## src/hw/rtl/pak_block_address_and_crc_check_macros.svh

```systemverilog
// ----------------------------------------------------------------------------
// Assertion macros for the block address and CRC check unit.
// Each macro expects clk and rst_n in the scope where it is used.
// ----------------------------------------------------------------------------
`ifndef PAK_BLOCK_ADDRESS_AND_CRC_CHECK_MACROS_SVH
`define PAK_BLOCK_ADDRESS_AND_CRC_CHECK_MACROS_SVH

// Same-cycle implication.
`define PAK_ASSERT_IMPL(lbl, ante, cons) \
    lbl: assert property (@(posedge clk) disable iff (!rst_n) (ante) |-> (cons)) \
        else $error("pak check assertion failed");

// Next-cycle implication.
`define PAK_ASSERT_NEXT(lbl, ante, cons) \
    lbl: assert property (@(posedge clk) disable iff (!rst_n) (ante) |=> (cons)) \
        else $error("pak check assertion failed");

`endif

```

## src/hw/rtl/pak_chk_pkg.sv

```systemverilog
// ----------------------------------------------------------------------------
// pak_chk_pkg
// Types, codes, constants and the address checksum function shared by the
// block address and CRC check unit.
// ----------------------------------------------------------------------------
`default_nettype none

package pak_chk_pkg;

    // Block geometry
    localparam int unsigned BLOCK_BYTES = 32;
    localparam int unsigned BLOCK_COUNT = 2048;

    localparam logic [5:0]  BLOCK_LEN   = 6'(BLOCK_BYTES);
    localparam logic [15:0] BLOCK_LIMIT = 16'(BLOCK_COUNT);
    localparam logic [5:0]  BYTES_MAX   = 6'd63;

    // CRC-8 polynomial and the inversion mask of the absent sentinel
    localparam logic [7:0] CRC_POLY   = 8'h85;
    localparam logic [7:0] CRC_INVERT = 8'hFF;

    // Command codes
    localparam logic [1:0] CMD_START = 2'd0;
    localparam logic [1:0] CMD_DATA  = 2'd1;
    localparam logic [1:0] CMD_CHECK = 2'd2;

    // Result status codes
    typedef enum logic [2:0] {
        ST_OK       = 3'd0,
        ST_ABSENT   = 3'd1,
        ST_MISMATCH = 3'd2,
        ST_RANGE    = 3'd3,
        ST_LENGTH   = 3'd4
    } status_t;

    // Request beat
    typedef struct packed {
        logic [1:0]  cmd;
        logic [15:0] block_number;
        logic [7:0]  data_byte;
    } req_t;

    // Response beat
    typedef struct packed {
        logic [15:0] address_word;
        logic [7:0]  running_crc;
        status_t     status;
        logic        check_done;
    } rsp_t;

    // Checksum weight of block bits 10 down to 0
    localparam logic [4:0] ADDR_SUM [11] = '{
        5'h01, 5'h1A, 5'h0D, 5'h1C, 5'h0E, 5'h07, 5'h19, 5'h16, 5'h0B, 5'h1F, 5'h15
    };

    // Address word: block in bits 15..5, XOR checksum in bits 4..0
    function automatic logic [15:0] make_address(input logic [15:0] block);
        logic [4:0] sum;
        sum = '0;
        for (int k = 0; k < 11; k++) begin
            if (block[10 - k]) begin
                sum = sum ^ ADDR_SUM[k];
            end
        end
        return {block[10:0], sum};
    endfunction

endpackage

`default_nettype wire

```

## src/hw/rtl/pak_chk_crc.sv

```systemverilog
// ----------------------------------------------------------------------------
// pak_chk_crc
// One-byte CRC-8 update, polynomial 0x85, data shifted in MSB first.
// ----------------------------------------------------------------------------
`default_nettype none

module pak_chk_crc (
    input  wire logic [7:0] crc_in,
    input  wire logic [7:0] byte_in,
    output logic      [7:0] crc_out
);
    import pak_chk_pkg::*;

    // Eight bit steps, unrolled
    always_comb
    begin
        logic [7:0] c;
        logic       hi;
        c = crc_in;
        for (int b = 7; b >= 0; b--) begin
            hi = c[7];
            c  = {c[6:0], byte_in[b]};
            if (hi) begin
                c = c ^ CRC_POLY;
            end
        end
        crc_out = c;
    end

endmodule

`default_nettype wire

```

## src/hw/rtl/pak_block_address_and_crc_check.sv

```systemverilog
// ----------------------------------------------------------------------------
// pak_block_address_and_crc_check
// Frame check for memory-card block transfers: address word with checksum,
// running CRC-8 over data bytes and a final CRC verdict per block.
// ----------------------------------------------------------------------------
// Each accepted request beat has its response in the response register on
// the next cycle; one beat per cycle is sustained while responses are read.
// The only storage on the path is that single response register, so the
// unit accepts a new beat whenever the register is empty or being read in
// the same cycle. A start beat clears the CRC and byte count and latches the
// address word, data beats run the CRC one byte per beat, and a check beat
// adds one zero byte, checks length and device byte, clears CRC and count.
`default_nettype none

module pak_block_address_and_crc_check (
    input  wire logic              clk,
    input  wire logic              rst_n,
    input  wire logic              req_valid,
    output logic                   req_ready,
    input  wire pak_chk_pkg::req_t req_data,
    output logic                   rsp_valid,
    input  wire logic              rsp_ready,
    output pak_chk_pkg::rsp_t      rsp_data
);
    import pak_chk_pkg::*;

    logic [7:0]  crc_reg,          crc_next;
    logic [5:0]  bytes_seen_reg,   bytes_seen_next;
    logic [15:0] address_hold_reg, address_hold_next;
    logic        rsp_valid_reg,    rsp_valid_next;
    rsp_t        rsp_reg,          rsp_next;

    logic       accept;
    logic [7:0] crc_feed;
    logic [7:0] crc_upd;

    // Handshake
    assign req_ready = !rsp_valid_reg || rsp_ready;
    assign accept    = req_valid && req_ready;
    assign rsp_valid = rsp_valid_reg;
    assign rsp_data  = rsp_reg;

    // Check beats shift in the zero augmentation byte
    assign crc_feed = (req_data.cmd == CMD_CHECK) ? 8'h00 : req_data.data_byte;

    pak_chk_crc u_crc (
        .crc_in  (crc_reg),
        .byte_in (crc_feed),
        .crc_out (crc_upd)
    );

    // Command decode: next state and response
    always_comb
    begin
        crc_next                 = crc_reg;
        bytes_seen_next          = bytes_seen_reg;
        address_hold_next        = address_hold_reg;
        rsp_next.address_word    = address_hold_reg;
        rsp_next.running_crc     = crc_reg;
        rsp_next.status          = ST_OK;
        rsp_next.check_done      = 1'b0;

        unique case (req_data.cmd)
            CMD_START:
            begin
                crc_next        = '0;
                bytes_seen_next = '0;
                if (req_data.block_number >= BLOCK_LIMIT) begin
                    address_hold_next = '0;
                    rsp_next.status   = ST_RANGE;
                end else begin
                    address_hold_next = make_address(req_data.block_number);
                end
                rsp_next.address_word = address_hold_next;
                rsp_next.running_crc  = '0;
            end
            CMD_DATA:
            begin
                crc_next = crc_upd;
                if (bytes_seen_reg < BYTES_MAX) begin
                    bytes_seen_next = bytes_seen_reg + 6'd1;
                end
                rsp_next.running_crc = crc_upd;
            end
            CMD_CHECK:
            begin
                rsp_next.running_crc = crc_upd;
                rsp_next.check_done  = 1'b1;
                if (bytes_seen_reg != BLOCK_LEN) begin
                    rsp_next.status = ST_LENGTH;
                end else if (req_data.data_byte == crc_upd) begin
                    rsp_next.status = ST_OK;
                end else if (req_data.data_byte == (crc_upd ^ CRC_INVERT)) begin
                    rsp_next.status = ST_ABSENT;
                end else begin
                    rsp_next.status = ST_MISMATCH;
                end
                crc_next        = '0;
                bytes_seen_next = '0;
            end
            default:
            begin
                // unused command: state kept, response shows current state
            end
        endcase
    end

    // Response valid
    always_comb
    begin
        rsp_valid_next = rsp_valid_reg;
        if (accept) begin
            rsp_valid_next = 1'b1;
        end else if (rsp_ready) begin
            rsp_valid_next = 1'b0;
        end
    end

    // Control and block state
    always_ff @(posedge clk or negedge rst_n)
    begin
        if (!rst_n) begin
            crc_reg          <= '0;
            bytes_seen_reg   <= '0;
            address_hold_reg <= '0;
            rsp_valid_reg    <= 1'b0;
        end else begin
            rsp_valid_reg <= rsp_valid_next;
            if (accept) begin
                crc_reg          <= crc_next;
                bytes_seen_reg   <= bytes_seen_next;
                address_hold_reg <= address_hold_next;
            end
        end
    end

    // Response payload
    always_ff @(posedge clk)
    begin
        if (accept) begin
            rsp_reg <= rsp_next;
        end
    end

    // Assertions
    `include "pak_block_address_and_crc_check_macros.svh"

    `PAK_ASSERT_IMPL(a_stall_only_when_full, !req_ready, rsp_valid_reg)
    `PAK_ASSERT_IMPL(a_verdict_not_range, rsp_valid_reg && rsp_reg.check_done, rsp_reg.status != ST_RANGE)
    `PAK_ASSERT_NEXT(a_start_clears, accept && req_data.cmd == CMD_START, crc_reg == 8'h00 && bytes_seen_reg == 6'd0)
    `PAK_ASSERT_NEXT(a_check_clears, accept && req_data.cmd == CMD_CHECK, crc_reg == 8'h00 && rsp_reg.check_done)
    `PAK_ASSERT_NEXT(a_range_zero_addr, accept && req_data.cmd == CMD_START && req_data.block_number >= BLOCK_LIMIT, address_hold_reg == 16'h0000 && rsp_reg.status == ST_RANGE)

endmodule

`default_nettype wire

```

## config.mk

```make
export PLATFORM = sky130hd
export DESIGN_NAME = pak_block_address_and_crc_check
export DESIGN_NICKNAME = d
export VERILOG_FILES = /design/src/hw/rtl/pak_chk_pkg.sv /design/src/hw/rtl/pak_chk_crc.sv /design/src/hw/rtl/pak_block_address_and_crc_check.sv
export VERILOG_INCLUDE_DIRS = /design/src /design/src/hw/rtl
export SDC_FILE = /design/constraint.sdc
export NUM_CORES = 1
export LEC_CHECK = 0
export BUFFER_PORTS_ARGS = -buffer_cell sky130_fd_sc_hd__buf_2
export CORE_MARGIN = 4
export CORE_UTILIZATION = 61
export CTS_BUF_LIST = sky130_fd_sc_hd__clkbuf_8 sky130_fd_sc_hd__clkbuf_16
export DETAILED_ROUTE_END_ITERATION = 8
export PLACE_DENSITY = 0.91
export SLEW_MARGIN = 20
export SYNTH_ARGS = -nofsm -noshare
export SYNTH_HDL_FRONTEND = slang
export SYNTH_SLANG_ARGS = --single-unit
```

## constraint.sdc

```tcl
create_clock -name clk -period 4.4 [get_ports clk]
set_input_delay 0 -clock clk [delete_from_list [all_inputs] [get_ports clk]]
set_output_delay 0 -clock clk [all_outputs]
set_load 0.03 [all_outputs]
```

# Word-level counts from Yosys, hierarchy flattened
# Cells that the tools add are included.
totals:
  out_inout_bits: 30
  ff_bits: 59
  in_bits: 30
op_classes:
  addsub: 1
  eq_ne: 6
  order_cmp: 2
  n_bitwise: 19
  muxes: 54
  reduce_logical: 10
ops:
  columns: ["op", "count"]
  rows:
  - ["two-way mux 5 bit", 26]
  - ["two-way mux 8 bit", 9]
  - ["inverter 3 bit", 17]
  - ["two-way mux 16 bit", 2]
  - ["case mux 8 bit (2 select lines)", 2]
  - ["equality test 8 bit", 2]
  - ["greater-or-equal comparator 16 x 12 -> 1 bit (second input constant)", 1]
  - ["two-way mux 4 bit", 3]
  - ["case mux 6 bit (2 select lines)", 1]
  - ["two-way mux 3 bit", 3]
  - ["inverter 8 bit", 1]
  - ["adder 6 x 1 -> 6 bit (second input constant)", 1]
  - ["< comparator 6 bit (second input constant)", 1]
  - ["two-way mux 6 bit", 1]
  - ["!= test 6 bit (second input constant)", 1]
  - ["case mux 3 bit (2 select lines)", 1]
  - ["inverter 5 bit", 1]
  - ["two-way mux 1 bit", 4]
  - ["two-way mux 2 bit", 2]
  - ["nonzero test 2 bit", 2]
  - ["OR reduction 2 bit", 2]
  - ["AND reduction 3 bit", 1]
  - ["equality test 2 x 1 -> 1 bit (second input constant)", 1]
  - ["equality test 2 bit (second input constant)", 1]
  - ["other kinds (6)", 6]

# Depth between registers and ports, before layout
depth:
  ltp_word: 43
  ltp_mapped: 9
  mapped_depth_nobuf: 8

# Modules after synthesis
# Synthesis repeated with hierarchy kept, for this count alone.
hier_totals:
  hier_cells: 301
  hier_area_um2: 3175.5
by_module_without_submodules:
  columns: ["mod", "cells_each", "area_each_um2", "n_inst", "seq_area_each_um2"]
  rows:
  - ["pak_block_address_and_crc_check", 280, 2955.3, 1, 1616.6]
  - ["pak_chk_crc", 21, 220.2, 1, 0.0]

# Least setup slack after synthesis
# Ideal clock, no wire load.
synth_timing:
  path_type: "reg2reg"
  start: "register rsp_valid_reg (netlist: rsp_valid)"
  end: "register rsp_reg, in the netlist rsp_data[0] (enable)"
  stages_incl_launch_ff: 5
  period_less_slack_ps: 2450
  t_arrival_ps: 2047
  path_buffers: 1
  slack_ps: 1950
  path_cell_list: "dfrtp_1 > nand2b_1 > nand2_1 > inv_1 > clkbuf_1"
synth_via:
  elab_chain_len: 3
synth_rtl:
  columns: ["item", "line", "text"]
  rows:
  - ["start: declaration", "pak_block_address_and_crc_check.sv:30", "logic rsp_valid_reg, rsp_valid_next;"]
  - ["start signal: assignment", "pak_block_address_and_crc_check.sv:128", "rsp_valid_reg <= rsp_valid_next;"]
  - ["logical NOT 1 bit", "pak_block_address_and_crc_check.sv:38", "assign req_ready = !rsp_valid_reg || rsp_ready;"]
  - ["logical OR 1 bit", "pak_block_address_and_crc_check.sv:38", null]
  - ["named net req_ready", "pak_block_address_and_crc_check.sv:19", "output logic req_ready,"]
  - ["logical AND 1 bit", "pak_block_address_and_crc_check.sv:39", "assign accept = req_valid && req_ready;"]
  - ["named net accept", "pak_block_address_and_crc_check.sv:33", "logic accept;"]
  - ["end signal: assignment", "pak_block_address_and_crc_check.sv:141", "rsp_reg <= rsp_next;"]
  - ["end: declaration", "pak_block_address_and_crc_check.sv:31", "rsp_t rsp_reg, rsp_next;"]
# The timed path passes the listed nets, and every way through them passes these cells.
# A chain may end at the register's enable or synchronous reset.

==> run_summary.xml <==
<?xml version="1.0" encoding="UTF-8"?>
<metrics>
  <group name="clock_tree">
    <metric name="cts_setup_buffers" unit="">0</metric>
    <metric name="cts_made_buffers" unit="">9</metric>
    <metric name="clock_path_buffers" unit="">2</metric>
    <metric name="clk_latency" unit="ps">350</metric>
    <metric name="cts.hold.buffers_added" unit="">5</metric>
    <metric name="tritoncts" unit="">done</metric>
    <metric name="sinks_on_clock_net" unit="">59</metric>
    <metric name="clockRootBuffer" unit="">sky130_fd_sc_hd__clkbuf_8</metric>
    <metric name="cts_repair_resize_count" unit="">0</metric>
    <metric name="htree_levels" unit="">3</metric>
    <metric name="cts.reportedPaths.clkPinSlew" unit="ps">70</metric>
  </group>
  <group name="final_layout">
    <metric name="regArea" unit="µm²">1620</metric>
    <metric name="fillers" unit="">384</metric>
    <metric name="inserted_diodes" unit="">0</metric>
    <metric name="synthToLayoutAreaGrowth" unit="%">15.6</metric>
    <metric name="postLayoutCoreUtil" unit="%">73.2</metric>
    <metric name="nets" unit="">422</metric>
    <metric name="largest_register_ffs" unit="">28</metric>
    <metric name="layout-drive-gt1-share" unit="%">25.6</metric>
    <metric name="multi_input_comb_area" unit="µm²">1780</metric>
  </group>
  <group name="place">
    <metric name="place_hpwl" unit="mm">5.58</metric>
    <metric name="buffer_ports.inserted" unit="">59</metric>
    <metric name="routabilityCongestion" unit="">0.900</metric>
  </group>
  <group name="sta">
    <metric name="final.min_clock_period" unit="ps">2670</metric>
    <metric name="relSlewSlack" unit="%">40.7</metric>
    <metric name="timing.final.crit_share" unit="%">60.7</metric>
    <metric name="fin_tns_setup" unit="ps">0</metric>
    <metric name="worst_pin_slew" unit="ps">889</metric>
    <metric name="achievable-frequency" unit="GHz">0.374</metric>
    <metric name="timing.hold.ws" unit="ps">13.8</metric>
    <metric name="rsz0062_at_grt" unit="">false</metric>
    <metric name="report.final.setup_viol" unit="">0</metric>
    <metric name="fin_hold_viols" unit="">0</metric>
    <metric name="clock-skew-final" unit="ps">7.92</metric>
    <metric name="timing.final.max_slew_violations" unit="">0</metric>
  </group>
  <group name="power">
    <metric name="leakage" unit="µW">0.00179</metric>
    <metric name="power_density" unit="nW/µm²">645</metric>
    <metric name="vdd.ir_drop.worst" unit="V">0.000435</metric>
  </group>
  <group name="routing">
    <metric name="avgViaCountPerCell" unit="">5.98</metric>
    <metric name="drcViolationCount" unit="">0</metric>
    <metric name="routed_wire_length_per_instance" unit="µm">17.6</metric>
    <metric name="ant_nets" unit="">0</metric>
    <metric name="wl" unit="mm">8.12</metric>
    <metric name="vias" unit="">2762</metric>
    <metric name="starting_drt_drc_count" unit="">214</metric>
    <metric name="drt_first_pass_iters" unit="">5</metric>
  </group>
  <group name="synthesis">
    <metric name="synth.yosys.seq_area_share" unit="%">45.8</metric>
    <metric name="synthesis.area_per_instance" unit="µm²">10.9</metric>
    <metric name="synth-async-reset-ratio" unit="%">52.5</metric>
    <metric name="yosysMostFrequentCell" unit="">sky130_fd_sc_hd__nand2_1</metric>
    <metric name="yosys_warnings" unit="">0</metric>
    <metric name="post_synth_edffs" unit="">28</metric>
    <metric name="ys_top_cells_by_count" unit="">33 x sky130_fd_sc_hd__nand2_1, 32 x sky130_fd_sc_hd__xnor2_1, 31 x sky130_fd_sc_hd__dfrtp_1, 28 x sky130_fd_sc_hd__edfxtp_1, 26 x sky130_fd_sc_hd__o21ai_0</metric>
    <metric name="yosysTopAreaCell" unit="">sky130_fd_sc_hd__edfxtp_1</metric>
    <metric name="postSynthRegisterBits" unit="">59</metric>
    <metric name="synth_top_cells_by_area" unit="">sky130_fd_sc_hd__edfxtp_1 24%, sky130_fd_sc_hd__dfrtp_1 22%, sky130_fd_sc_hd__xnor2_1 7.9%</metric>
    <metric name="synth_area" unit="µm²">3530</metric>
    <metric name="synth_top_cell_area_share" unit="%">23.8</metric>
    <metric name="synth.net_count" unit="">362</metric>
    <metric name="number_of_unique_standard_cell_types_used_by_synthesis" unit="">48</metric>
    <metric name="synth_ff_type" unit="">sky130_fd_sc_hd__dfrtp_1</metric>
    <metric name="synthesis.instances" unit="">325</metric>
  </group>
  <group name="critical_path">
    <metric name="worstSetupPathType" unit="">flop to flop</metric>
    <metric name="crit_path_start_kind" unit="">flop</metric>
    <metric name="worst-path-max-fanout" unit="">19</metric>
    <metric name="timing.rr.end" unit="">rsp_data[1]$_DFFE_PP_</metric>
    <metric name="cp.required" unit="ps">4510</metric>
    <metric name="cp_slowest_stage_delay" unit="ps">800</metric>
    <metric name="r2r-start" unit="">crc_reg[3]$_DFFE_PN0P_</metric>
    <metric name="worstPathCellList" unit="">xor2_4 &gt; xnor3_2 &gt; mux2i_1 &gt; a32o_1 &gt; o311a_1 &gt; a31o_2</metric>
    <metric name="timing.critical_path.arrival" unit="ps">2780</metric>
    <metric name="cell_with_the_largest_stage_delay_on_the_worst_path" unit="">sky130_fd_sc_hd__dfrtp_1</metric>
    <metric name="worst_case_reg_to_reg_path_depth" unit="">6</metric>
    <metric name="worst_setup_path_end_kind" unit="">flop</metric>
    <metric name="reg2reg_slack" unit="ps">1730</metric>
  </group>
  <group name="min_path">
    <metric name="hold_path_stages" unit="">2</metric>
    <metric name="holdCritPathClass" unit="">input port to flop</metric>
    <metric name="hold_path_startpoint" unit="">req_data[16]</metric>
    <metric name="holdPathEnd" unit="">rsp_data[25]$_DFFE_PP_</metric>
  </group>
  <group name="floorplanning">
    <metric name="core" unit="µm²">5570</metric>
    <metric name="floorplan.io_pins" unit="">60</metric>
    <metric name="start_util" unit="%">63.4</metric>
    <metric name="die_h" unit="µm">84.1</metric>
    <metric name="die-area" unit="µm²">7070</metric>
    <metric name="die-width" unit="µm">84.1</metric>
    <metric name="rows" unit="">27</metric>
  </group>
  <group name="grt">
    <metric name="grt_pass1_wl" unit="mm">13.6</metric>
    <metric name="grt_max_degree" unit="">44</metric>
    <metric name="grtUsageTotal" unit="%">24.3</metric>
    <metric name="antenna_found_initial" unit="">0</metric>
    <metric name="grt_pass1_vias" unit="">2816</metric>
    <metric name="grt_overflow" unit="">0</metric>
  </group>
  <group name="job">
    <metric name="max-cap-violations" unit="">0</metric>
  </group>
  <group name="status">
    <metric name="outcome" unit="">complete, no violations</metric>
  </group>
</metrics>
-- cells in the final DEF (no fill, tap or decap), drive strengths merged, types with 7 or more instances in the layout --
cell	count
dfrtp	31
nand2	33
buf	61
edfxtp	28
nand3	8
xor2	17
a22o	17
clkbuf	11
mux2	11
nand2b	9
nor2	7
o21ai	26
xnor2	35
inv	16
ha	7
nor2b	10
-- final cells by class --
type / instances / share of cell area [%]
multi-input combinational: 234 / 43.6
sequential: 59 / 39.6
timing repair buffer: 66 / 8.83
clock buffer: 11 / 3.71
tap: 72 / 2.21
inverter: 15 / 1.38
clock inverter: 5 / 0.705
-- through the flow --
| step | area, µm² | instances | total power (µW) | setup slack [ps] |
|---|---|---|---|---|
| after floorplan | 3530 | 325 | 1920 | 1950 |
| after CTS | 4080 | 462 | 2630 | 1750 |
| after detailed placement | 3850 | 441 | 2150 | 1760 |
| final | 4080 | 462 | 2630 | 1730 |
| after global routing | 4080 | 462 | 2810 | 1620 |
| after global placement | 3850 | 441 | 2100 | 1820 |
-- kinds of logic (layout without fill, tap and decap cells) --
group | Yosys count | count (layout) | share of synthesized area (%)
xor+xnor | 55 | 55 | 16.9
simple gates | 88 | 88 | 12.8
fa+ha+maj | 7 | 7 | 2.48
flops | 59 | 59 | 45.8
compound gates | 68 | 68 | 13.3
buf+inv | 32 | 97 | 3.86
mux | 16 | 16 | 4.92
-- power by group --
group / switching [µW] / total (µW) / leakage [µW] / internal, µW
clock: 220 / 450 / 0.0000925 / 231
combinational: 740 / 1370 / 0.00100 / 628
sequential: 133 / 816 / 0.000692 / 683
total: 1090 / 2630 / 0.00179 / 1540
-- layer usage --
metal  vias up  wire [µm]  global-route usage [%]
met5         -          0                       0
met4         0        223                    10.2
met3        26        579                    6.22
met2       136       4090                    40.2
met1      1322       3230                    30.1
li1       1278          -                       -
-- worst max-delay path by stage --
stage / from / end / slack, ps / cells past startpoint
5_1_grt: crc_reg[3]$_DFFE_PN0P_ / rsp_data[1]$_DFFE_PP_ / 1620 / 6
4_1_cts: crc_reg[3]$_DFFE_PN0P_ / rsp_data[1]$_DFFE_PP_ / 1750 / 6
3_3_place_gp: crc_reg[3]$_DFFE_PN0P_ / rsp_data[1]$_DFFE_PP_ / 1820 / 6
3_5_place_dp: crc_reg[3]$_DFFE_PN0P_ / rsp_data[1]$_DFFE_PP_ / 1760 / 6
6_report: crc_reg[3]$_DFFE_PN0P_ / rsp_data[1]$_DFFE_PP_ / 1730 / 6
2_1_floorplan: rsp_valid$_DFFE_PN0P_ / rsp_data[0]$_DFFE_PP_ / 1950 / 4
-- worst max-delay path: cells and delay by family (launching register included) --
kind	cells	cell delay, ps
AOI/OAI and AO/OA	3	620
DFF	1	800
xor gates and xnor gates	2	850
muxes	1	160
No activity file was read; power rests on OpenSTA's default activity.
